### config.mk
export PLATFORM = sky130hd
export DESIGN_NAME = inflight_page_write_tracker_top
export DESIGN_NICKNAME = d
export VERILOG_FILES = /design/src/iptrk_pkg.sv /design/src/iptrk_table.sv /design/src/inflight_page_write_tracker_top.sv
export SDC_FILE = /design/constraint.sdc
export NUM_CORES = 2
export LEC_CHECK = 0
export BUFFER_PORTS_ARGS = -buffer_cell sky130_fd_sc_hd__buf_2
export CAP_MARGIN = 20
export CORE_MARGIN = 10
export CORE_UTILIZATION = 30
export DETAILED_ROUTE_END_ITERATION = 16
export PLACE_DENSITY = 0.55
export SYNTH_ARGS = -nofsm -noshare
export SYNTH_HDL_FRONTEND = slang
export SYNTH_SLANG_ARGS = --single-unit
### constraint.sdc
create_clock -name clk -period 5.08 [get_ports clk]
set_input_delay 0.762 -clock clk [delete_from_list [all_inputs] [get_ports clk]]
set_output_delay 0.762 -clock clk [all_outputs]
set_load 0.005 [all_outputs]
### src/iptrk_pkg.sv
// Package for the in-flight page write tracker.
// Holds command and error codes and the fixed bank field width; no dependencies.
`default_nettype none

package iptrk_pkg;

    localparam int BANK_W = 6;

    typedef enum logic [1:0] {
        CMD_START   = 2'd0,
        CMD_END     = 2'd1,
        CMD_EQUAL   = 2'd2,
        CMD_EARLIER = 2'd3
    } cmd_t;

    typedef enum logic [1:0] {
        ERR_OK   = 2'd0,
        ERR_BUSY = 2'd1,
        ERR_FREE = 2'd2
    } err_t;

endpackage

`default_nettype wire

### src/iptrk_table.sv
// Slot table: one synchronous memory of (bank, page) entries with a registered read.
// Depends on iptrk_pkg; per-entry valid bits make unwritten entries read as free.
`default_nettype none

module iptrk_table
    import iptrk_pkg::*;
#(
    parameter int SLOTS     = 32,
    parameter int BANKS     = 32,
    parameter int PAGE_BITS = 24,
    parameter int ADDR_W    = 5
)
(
    input  wire logic                 clk,
    input  wire logic                 rst_n,
    input  wire logic                 rd_en,
    input  wire logic [ADDR_W-1:0]    rd_addr,
    input  wire logic                 wr_en,
    input  wire logic [ADDR_W-1:0]    wr_addr,
    input  wire logic [BANK_W-1:0]    wr_bank,
    input  wire logic [PAGE_BITS-1:0] wr_page,
    output logic      [BANK_W-1:0]    rd_bank,
    output logic      [PAGE_BITS-1:0] rd_page
);

    localparam logic [BANK_W-1:0] BANK_FREE = BANK_W'(BANKS);
    localparam int                ENTRY_W   = BANK_W + PAGE_BITS;

    logic [ENTRY_W-1:0] mem [SLOTS];
    logic [ENTRY_W-1:0] rd_data_reg;
    logic               rd_valid_reg;
    logic [SLOTS-1:0]   valid_reg;

    always_ff @(posedge clk)
    begin
        if (wr_en)
        begin
            mem[wr_addr] <= {wr_bank, wr_page};
        end
        if (rd_en)
        begin
            rd_data_reg <= mem[rd_addr];
        end
    end

    always_ff @(posedge clk or negedge rst_n)
    begin
        if (!rst_n)
        begin
            valid_reg    <= '0;
            rd_valid_reg <= 1'b0;
        end
        else
        begin
            if (wr_en)
            begin
                valid_reg[wr_addr] <= 1'b1;
            end
            if (rd_en)
            begin
                rd_valid_reg <= valid_reg[rd_addr];
            end
        end
    end

    assign rd_bank = rd_valid_reg ? rd_data_reg[ENTRY_W-1:PAGE_BITS] : BANK_FREE;
    assign rd_page = rd_valid_reg ? rd_data_reg[PAGE_BITS-1:0] : '0;

endmodule

`default_nettype wire

### src/inflight_page_write_tracker_top.sv
// Top level of the in-flight page write tracker: command sequencer and result register.
// Depends on iptrk_pkg and iptrk_table.
//
// Usage:
//   Input channel (in_valid / in_stall) carries one transaction: command, slot, bank, page.
//   Output channel (out_valid / out_stall) returns one transaction per input: found, error.
//   One command is worked on at a time; in_stall is high while it is in progress.
//   Start and end read the slot entry on accept and write it back in state READ, then
//   deliver the result from state DONE; READ is skipped if the slot is out of range
//   or a start carries page zero.
//   Queries read every slot in turn through the one table read port, one entry per
//   cycle in state SCAN, then deliver the result from state DONE.
//   The result register holds a finished transaction while out_stall is high; the next
//   command may already be accepted and worked on, and waits to deliver only if the
//   register is still occupied when it finishes.
//   Reset empties every slot (bank BANKS, page zero) at once through per-slot valid
//   bits and drops any transaction in progress or pending at the output.
`default_nettype none

module inflight_page_write_tracker_top
    import iptrk_pkg::*;
#(
    parameter int SLOTS     = 32,
    parameter int BANKS     = 32,
    parameter int PAGE_BITS = 24
)
(
    input  wire logic        clk,
    input  wire logic        rst_n,
    input  wire logic        in_valid,
    output logic             in_stall,
    input  wire logic [1:0]  command,
    input  wire logic [4:0]  slot,
    input  wire logic [4:0]  bank,
    input  wire logic [23:0] page,
    output logic             out_valid,
    input  wire logic        out_stall,
    output logic             found,
    output logic [1:0]       error
);

    localparam int                ADDR_W    = (SLOTS > 1) ? $clog2(SLOTS) : 1;
    localparam int                IDX_W     = $clog2(SLOTS + 1);
    localparam logic [BANK_W-1:0] BANK_FREE = BANK_W'(BANKS);
    localparam logic [8:0]        SLOTS_L   = 9'(SLOTS);
    localparam logic [IDX_W-1:0]  IDX_LAST  = IDX_W'(SLOTS);

    typedef enum logic [1:0] {
        ST_IDLE,
        ST_READ,
        ST_SCAN,
        ST_DONE
    } state_t;

    state_t                state_reg;
    cmd_t                  cmd_reg;
    logic [ADDR_W-1:0]     slot_reg;
    logic [BANK_W-1:0]     bank_reg;
    logic [PAGE_BITS-1:0]  page_reg;
    logic [IDX_W-1:0]      idx_reg;
    logic                  found_reg;
    err_t                  err_reg;
    logic                  out_valid_reg;
    logic                  out_found_reg;
    err_t                  out_error_reg;

    cmd_t                  in_cmd;
    logic [31:0]           page_ext;
    logic [PAGE_BITS-1:0]  in_page;
    logic [7:0]            slot_ext;
    logic [ADDR_W-1:0]     in_addr;
    logic                  slot_ok;
    logic                  out_free;

    logic                  rd_en;
    logic [ADDR_W-1:0]     rd_addr;
    logic                  wr_en;
    logic [BANK_W-1:0]     wr_bank;
    logic [PAGE_BITS-1:0]  wr_page;
    logic [BANK_W-1:0]     rd_bank;
    logic [PAGE_BITS-1:0]  rd_page;
    logic                  entry_busy;
    logic                  entry_hit;

    assign in_cmd   = cmd_t'(command);
    assign page_ext = {8'd0, page};
    assign in_page  = page_ext[PAGE_BITS-1:0];
    assign slot_ext = {3'd0, slot};
    assign in_addr  = slot_ext[ADDR_W-1:0];
    assign slot_ok  = ({4'd0, slot} < SLOTS_L);
    assign out_free = !out_valid_reg || !out_stall;

    assign entry_busy = (rd_page != '0);
    assign entry_hit  = (rd_bank == bank_reg) &&
                        ((cmd_reg == CMD_EQUAL) ? (rd_page == page_reg)
                                                : (rd_page < page_reg));

    always_comb
    begin
        rd_en   = 1'b0;
        rd_addr = in_addr;
        wr_en   = 1'b0;
        wr_bank = bank_reg;
        wr_page = page_reg;
        case (state_reg)
            ST_IDLE:
            begin
                if (in_valid)
                begin
                    if (in_cmd == CMD_EQUAL || in_cmd == CMD_EARLIER)
                    begin
                        rd_en   = 1'b1;
                        rd_addr = '0;
                    end
                    else
                    begin
                        rd_en = slot_ok;
                    end
                end
            end
            ST_READ:
            begin
                if (cmd_reg == CMD_START)
                begin
                    wr_en = !entry_busy;
                end
                else
                begin
                    wr_en   = entry_busy;
                    wr_bank = BANK_FREE;
                    wr_page = '0;
                end
                rd_addr = slot_reg;
            end
            ST_SCAN:
            begin
                rd_en   = (idx_reg != IDX_LAST);
                rd_addr = idx_reg[ADDR_W-1:0];
            end
            default:
            begin
                rd_en = 1'b0;
            end
        endcase
    end

    iptrk_table #(
        .SLOTS     (SLOTS),
        .BANKS     (BANKS),
        .PAGE_BITS (PAGE_BITS),
        .ADDR_W    (ADDR_W)
    ) u_table (
        .clk     (clk),
        .rst_n   (rst_n),
        .rd_en   (rd_en),
        .rd_addr (rd_addr),
        .wr_en   (wr_en),
        .wr_addr (slot_reg),
        .wr_bank (wr_bank),
        .wr_page (wr_page),
        .rd_bank (rd_bank),
        .rd_page (rd_page)
    );

    always_ff @(posedge clk or negedge rst_n)
    begin
        if (!rst_n)
        begin
            state_reg     <= ST_IDLE;
            cmd_reg       <= CMD_START;
            slot_reg      <= '0;
            bank_reg      <= '0;
            page_reg      <= '0;
            idx_reg       <= '0;
            found_reg     <= 1'b0;
            err_reg       <= ERR_OK;
            out_valid_reg <= 1'b0;
            out_found_reg <= 1'b0;
            out_error_reg <= ERR_OK;
        end
        else
        begin
            if (out_valid_reg && !out_stall && state_reg != ST_DONE)
            begin
                out_valid_reg <= 1'b0;
            end
            case (state_reg)
                ST_IDLE:
                begin
                    if (in_valid)
                    begin
                        cmd_reg   <= in_cmd;
                        slot_reg  <= in_addr;
                        bank_reg  <= {1'b0, bank};
                        page_reg  <= in_page;
                        found_reg <= 1'b0;
                        err_reg   <= ERR_OK;
                        idx_reg   <= IDX_W'(1);
                        if (in_cmd == CMD_EQUAL || in_cmd == CMD_EARLIER)
                        begin
                            state_reg <= ST_SCAN;
                        end
                        else if (slot_ok && !(in_cmd == CMD_START && in_page == '0))
                        begin
                            state_reg <= ST_READ;
                        end
                        else
                        begin
                            state_reg <= ST_DONE;
                        end
                    end
                end
                ST_READ:
                begin
                    if (cmd_reg == CMD_START && entry_busy)
                    begin
                        err_reg <= ERR_BUSY;
                    end
                    else if (cmd_reg == CMD_END && !entry_busy)
                    begin
                        err_reg <= ERR_FREE;
                    end
                    state_reg <= ST_DONE;
                end
                ST_SCAN:
                begin
                    if (entry_hit)
                    begin
                        found_reg <= 1'b1;
                    end
                    if (idx_reg == IDX_LAST)
                    begin
                        state_reg <= ST_DONE;
                    end
                    else
                    begin
                        idx_reg <= idx_reg + IDX_W'(1);
                    end
                end
                ST_DONE:
                begin
                    if (out_free)
                    begin
                        out_valid_reg <= 1'b1;
                        out_found_reg <= found_reg;
                        out_error_reg <= err_reg;
                        state_reg     <= ST_IDLE;
                    end
                end
                default:
                begin
                    state_reg <= ST_IDLE;
                end
            endcase
        end
    end

    assign in_stall  = (state_reg != ST_IDLE);
    assign out_valid = out_valid_reg;
    assign found     = out_found_reg;
    assign error     = out_error_reg;

endmodule

`default_nettype wire

### Word level (Yosys, flattened, before mapping)

Memories as Yosys holds them, arrays and structs flattened. A register that Yosys moved wholly into a read port is not among the register bits.
Cells that the tools add are included.

| word-level totals | value |
|---|---|
| register bits after elaboration | 84 |
| RAM bits | 960 |
| logic and storage cells | 103 |
| memories kept | 1 |

Memories:

| name | words | width | rd ports | clocked after Yosys merged registers in | write ports | RTL line | text |
|---|---|---|---|---|---|---|---|
| u_table.mem | 32 | 30 | 1 | 1 | 1 | iptrk_table.sv:29 | `logic [ENTRY_W-1:0] mem [SLOTS];` |

| operators by class | value |
|---|---|
| add/sub/neg operators | 1 |
| order comparisons | 4 |
| eq/ne operators | 18 |
| muxes and demuxes | 39 |
| bitwise operators | 1 |
| reductions and logical operators | 26 |

Operators by type and width:

| operator | count |
|---|---|
| $mux W24 | 3 |
| $or A32 B32 Y32 | 1 |
| $mux W6 | 5 |
| $eq A24 B24 Y1 | 1 |
| $logic_not A24 Y1 | 1 |
| $lt A24 B24 Y1 | 1 |
| $reduce_bool A24 Y1 | 1 |
| $mux W2 | 8 |
| $pmux W5 S3 | 1 |
| $mux W1 | 13 |
| $lt A5 B6 Y1 const B | 2 |
| $ne A2 B2 Y1 const B | 6 |
| $pmux W6 S2 | 1 |
| $reduce_and A3 Y1 | 4 |
| $eq A2 B2 Y1 const B | 5 |
| $mux W5 | 2 |
| $pmux W2 S4 | 1 |
| $logic_and A1 B1 Y1 | 7 |
| $add A6 B1 Y6 const B | 1 |
| $eq A6 B5 Y1 | 1 |
| $eq A6 B6 Y1 const B | 1 |
| $logic_not A2 Y1 | 3 |
| $ne A6 B6 Y1 const B | 1 |
| $reduce_bool A2 Y1 | 3 |
| 10 further kinds | 16 |

### Longest topological paths before layout

| depth | value |
|---|---|
| depth after elaboration | 7 |
| mapped depth | 12 |

### Modules after synthesis

From an unflattened synthesis, not the netlist that was laid out.

| unflattened totals | value |
|---|---|
| cells, all modules | 1908 |
| area total of the unflattened synthesis | 42115.4 um^2 |

Modules (own cells, without submodules):

| module | times used | cells each | area each (um^2) |
|---|---|---|---|
| iptrk_table | 1 | 1578 | 38914.8 |
| inflight_page_write_tracker_top | 1 | 330 | 3200.6 |

### Worst setup path before layout

OpenSTA, ideal clock, no wires.

| path | value |
|---|---|
| path type | reg-to-reg |
| start point | reg u_table.rd_valid_reg |
| end point | mem u_table.mem[21][0] (netlist name) (enable) |
| setup time | 0.418 ns |
| arrival time | 3.112 ns |
| data required time | 4.662 ns |
| slack | 1.551 ns |
| cell stages (with the launch flop) | 9 |
| period minus slack after synthesis | 3.529 ns |
| cells stage by stage | dfrtp_1 -> clkbuf_1 -> and2_1 -> nor4_1 -> nand3_1 -> ha_1 -> nor2b_1 -> nand3_1 -> nor2_1 |

| on the way | value |
|---|---|
| cells in the longest elaborated chain, start to end | 7 |

RTL lines:

| element | RTL line | text |
|---|---|---|
| start, declared | iptrk_table.sv:31 | `logic rd_valid_reg;` |
| start signal, assigned | iptrk_table.sv:61 | `rd_valid_reg <= valid_reg[rd_addr];` |
| $mux W24 * | iptrk_table.sv:67 | `assign rd_page = rd_valid_reg ? rd_data_reg[PAGE_BITS-1:0] : '0;` |
| $reduce_bool A24 Y1 * | inflight_page_write_tracker_top.sv:93 | `assign entry_busy = (rd_page != '0);` |
| $logic_not A1 Y1 | inflight_page_write_tracker_top.sv:125 | `wr_en = !entry_busy;` |
| $mux W1 * | inflight_page_write_tracker_top.sv:123 | `if (cmd_reg == CMD_START)` |
| $mux W1 * | inflight_page_write_tracker_top.sv:105 | `case (state_reg)` |
| $mux W1 * | iptrk_table.sv:36 | `if (wr_en)` |
| $mux W1 (not written as such) * | iptrk_table.sv:38 | `mem[wr_addr] <= {wr_bank, wr_page};` |
| end, declared | iptrk_table.sv:29 |  |

Mark *: on every way between the ends. The rest lies on a longest branch, timed or not.

### Worst setup path in the final report

| path | value |
|---|---|
| start point | reg state_reg[1] |
| end point | reg u_table.rd_data_reg[18], read port of u_table.mem, data pin |

| on the way | value |
|---|---|
| cells in the longest elaborated chain, start to end | 2 |

RTL lines:

| element | RTL line | text |
|---|---|---|
| start, declared | inflight_page_write_tracker_top.sv:55 | `state_t state_reg;` |
| start signal, assigned | inflight_page_write_tracker_top.sv:169 | `state_reg <= ST_IDLE;` |
| start signal, assigned | inflight_page_write_tracker_top.sv:201 | `state_reg <= ST_SCAN;` |
| start signal, assigned | inflight_page_write_tracker_top.sv:205 | `state_reg <= ST_READ;` |
| $eq A2 B2 Y1, or another cell as far along | inflight_page_write_tracker_top.sv:105 |  |
| $pmux W5 S3 / $pmux W1 S2 (equally long branches) | inflight_page_write_tracker_top.sv:105 |  |
| end, declared | iptrk_table.sv:30 | `logic [ENTRY_W-1:0] rd_data_reg;` |

Several ways; a longest one is shown, not always the timed one.
A chain may end at the register's enable or synchronous reset.

==> summary.txt <==
Outcome
  – Status: complete, no violations

Placed design
  – DP Worst Slack: 0.9168 ns
  – Placed insts: approximately 4.3k
  – # port buffers: 44
  – Detailed Place HPWL: 69530 um
  – GP Congestion: around 0.8

Die
  – Die area: roughly 0.16 mm2
  – Initial Util: 0.3024
  – Die height: 395.5 um
  – Boundary Pins: 45
  – # rows: 137
  – Core area: 0.1399 mm2
  – Die X: roughly 400 um

Global route
  – Number of global-route vias before repair: around 23k
  – Largest net degree at the start of global routing: approximately 100
  – GRT Residual Overflow: 0
  – First-pass GRT wire length: 173400 um
  – Initial antenna violation count: 7
  – Total GRT Usage: 0.1513

Clock network
  – H-tree levels: 3
  – Max Buffers Root-to-Sink: 3
  – CTS Root Buffer Type: clkbuf_16
  – Cts bufs inserted: about 110
  – CTS Hold Bufs: 0
  – Setup bufs post-CTS: 0
  – CTS tree: yes
  – PostCTS Resize Cnt: 0
  – Skew-Pair Late Insertion Delay: roughly 0.71 ns
  – Clk slew on worst S/H paths: approximately 0.06 ns
  – Clock sink count: about 1.1k

Routing
  – Vias/cell: between 5 and 6
  – Drt total wl: 122000 um
  – DRT iter0 DRCs: approximately 2.3k
  – Via count: approximately 23k
  – DRC viols: 0
  – TritonRoute pass-1 iters: 5
  – Antenna viol nets, final: 0
  – WL per Instance: roughly 27 um

STA
  – Fmax: between 200 and 300 MHz
  – Tcrit/Tclk final: 0.7867
  – Slew Viols, Final: 0
  – Post-layout minimum cycle time: roughly 4 ns
  – Final WS setup: 1.083 ns
  – Setup TNS: 0 ns
  – Unrepaired setup endpoints after global routing: no
  – Slew @ Worst Pin: 1.005 ns
  – Final setup viols: 0
  – Final hold violations: 0
  – Setup Skew: roughly 0.03 ns
  – Slew HR: 0.3300

Power
  – Leakage: approximately 0.016 uW
  – PwrDens: 638.0 mW/mm2
  – Power Total: around 31000 uW
  – Maximum vdd drop: between 800 and 900 uV

Setup path
  – CP arrival: 4.39 ns
  – Crit path kind: reg -> reg
  – Worst setup SP type: flip-flop
  – CP max-delay cell: mux2i_1
  – CP max FO: 27
  – Worst setup EP type: flip-flop
  – Crit-path cells: inv_1, ha_1, a22oi_1, o221ai_2, and2_1, nand2b_4, buf_12, o22ai_1, nor4_1, mux2i_1
  – WP data required: around 5.5 ns
  – Critical path's largest stage delay: a little under 0.6 ns

Layout
  – Layout cells sized above 1: 0.1571
  – Fin nets: about 2.6k
  – Max reg flops: 960
  – Layout area overhead: 16.26%
  – Post-Layout Cell Count: 4538

Synth
  – Commonest cells in the netlist: 990 x edfxtp_1, 517 x mux2i_1, 242 x o22ai_1
  – Ys flop type: edfxtp_1
  – Synthesized area: about 0.042 mm2
  – Distinct cells, synth: 52
  – Mean Syn Cell Area: between 15 and 20 um2
  – Count leader, synth: edfxtp_1
  – Syn nets: 2516
  – Gate Count Post-Synth: 2445
  – #FFs+latches synth: 1074
  – Sequential area share after synthesis: 0.7524
  – Post-synth top area cell: edfxtp_1
  – Asr flop ratio synth: 0.07821
  – Synth top area share: 0.7027
  – Synth Warn #: 0
  – Number of synthesized flops with an enable pin: 990
  – Ranking of synthesized cells by area: edfxtp_1 70%, mux2i_1 12%, dfrtp_1 5.0%

Worst hold path
  – Worst min path class: in -> async

Flow run
  – Max_cap viols: 0
[layout by cell type, fill, tap and decap left out, types with 7 or more instances in the layout]
| master | n |
|---|---|
| ha_1 | 31 |
| xnor2_1 | 8 |
| clkinv_1 | 34 |
| nand2_1 | 37 |
| mux2_2 | 40 |
| dfrtp_1 | 84 |
| nand4_1 | 9 |
| inv_1 | 34 |
| nor4_1 | 69 |
| a21oi_1 | 20 |
| a21o_1 | 9 |
| nor2_2 | 10 |
| nor2_4 | 32 |
| buf_2 | 43 |
| buf_4 | 59 |
| o21ai_0 | 8 |
| or2_2 | 32 |
| edfxtp_1 | 990 |
| clkbuf_16 | 110 |
| o22ai_1 | 242 |
| nor2_1 | 33 |
| nand3_1 | 7 |
| and2_1 | 31 |
| mux2i_1 | 517 |
| clkbuf_1 | 27 |
| clkinv_2 | 15 |
| buf_12 | 36 |
[routing by layer]
metal  up-vias  wire [um]  track usage
met2       748      58460       0.2481
met4         0       3501      0.04566
met5         -          0            0
met1     12024      54060       0.2080
met3       182       5970      0.01973
li1       9994          -            -
[worst max-delay path: cells and delay by family (launching register included)]
family          cells  cell delay, ns
compound gates      3            0.97
simple gates        3            0.79
mux                 1            0.59
fa+ha+maj           1            0.45
flops               1            0.41
buf+inv             2            0.40
[metrics by stage]
step           area, um2    util  hold WS (ns)
2_1_floorplan      42300       -        0.4389
3_3_place_gp       45720  0.3268        0.4523
3_5_place_dp       45790  0.3273        0.4535
4_1_cts            49040  0.3506        0.1041
5_1_grt            49180  0.3516        0.1015
6_report           49180  0.3516       0.07550
[logic make-up after synthesis]
family                   after synthesis  share of synthesized area
adder cells (fa/ha/maj)               31                   0.009169
XOR/XNOR                              10                   0.002070
AO/OA/AOI/OAI                        316                    0.04853
flip-flops                          1074                     0.7524
multiplexers                         557                     0.1330
AND/OR/NAND/NOR                      291                    0.03605
buffers and inverters                166                    0.01878
[power by group]
| group | switching (uW) | internal [uW] | total, uW |
|---|---|---|---|
| clock | 3340 | 4090 | 7430 |
| sequential | 450 | 12000 | 12400 |
| combinational | 7450 | 4080 | 11500 |
[worst paths after layout]
kind                                        from                      end  slack (ns)  depth (start not counted)
min reg2reg                u_table.valid_reg[16]    u_table.valid_reg[16]        0.47                          1
min                                        rst_n              bank_reg[0]        0.08                          1
max in group asynchronous                  rst_n    u_table.valid_reg[25]        3.89                          2
max reg2reg                         state_reg[1]  u_table.rd_data_reg[18]        1.08                         10
max                                 state_reg[1]  u_table.rd_data_reg[18]        1.08                         10
min in group clk                         bank[0]              bank_reg[0]        0.30                          2
[cell type report]
cell class,instances,area [um2]
Clock inverter,63,427.9
Clock buffer,136,2829
Timing Repair Buffer,148,1589
Fill cell,13227,90690
Multi-Input combinational cell,1205,10030
Tap cell,1876,2347
Antenna cell,1,2.502
Sequential cell,1074,31830
Inverter,35,131.4
No activity file was read; power rests on OpenSTA's default activity.
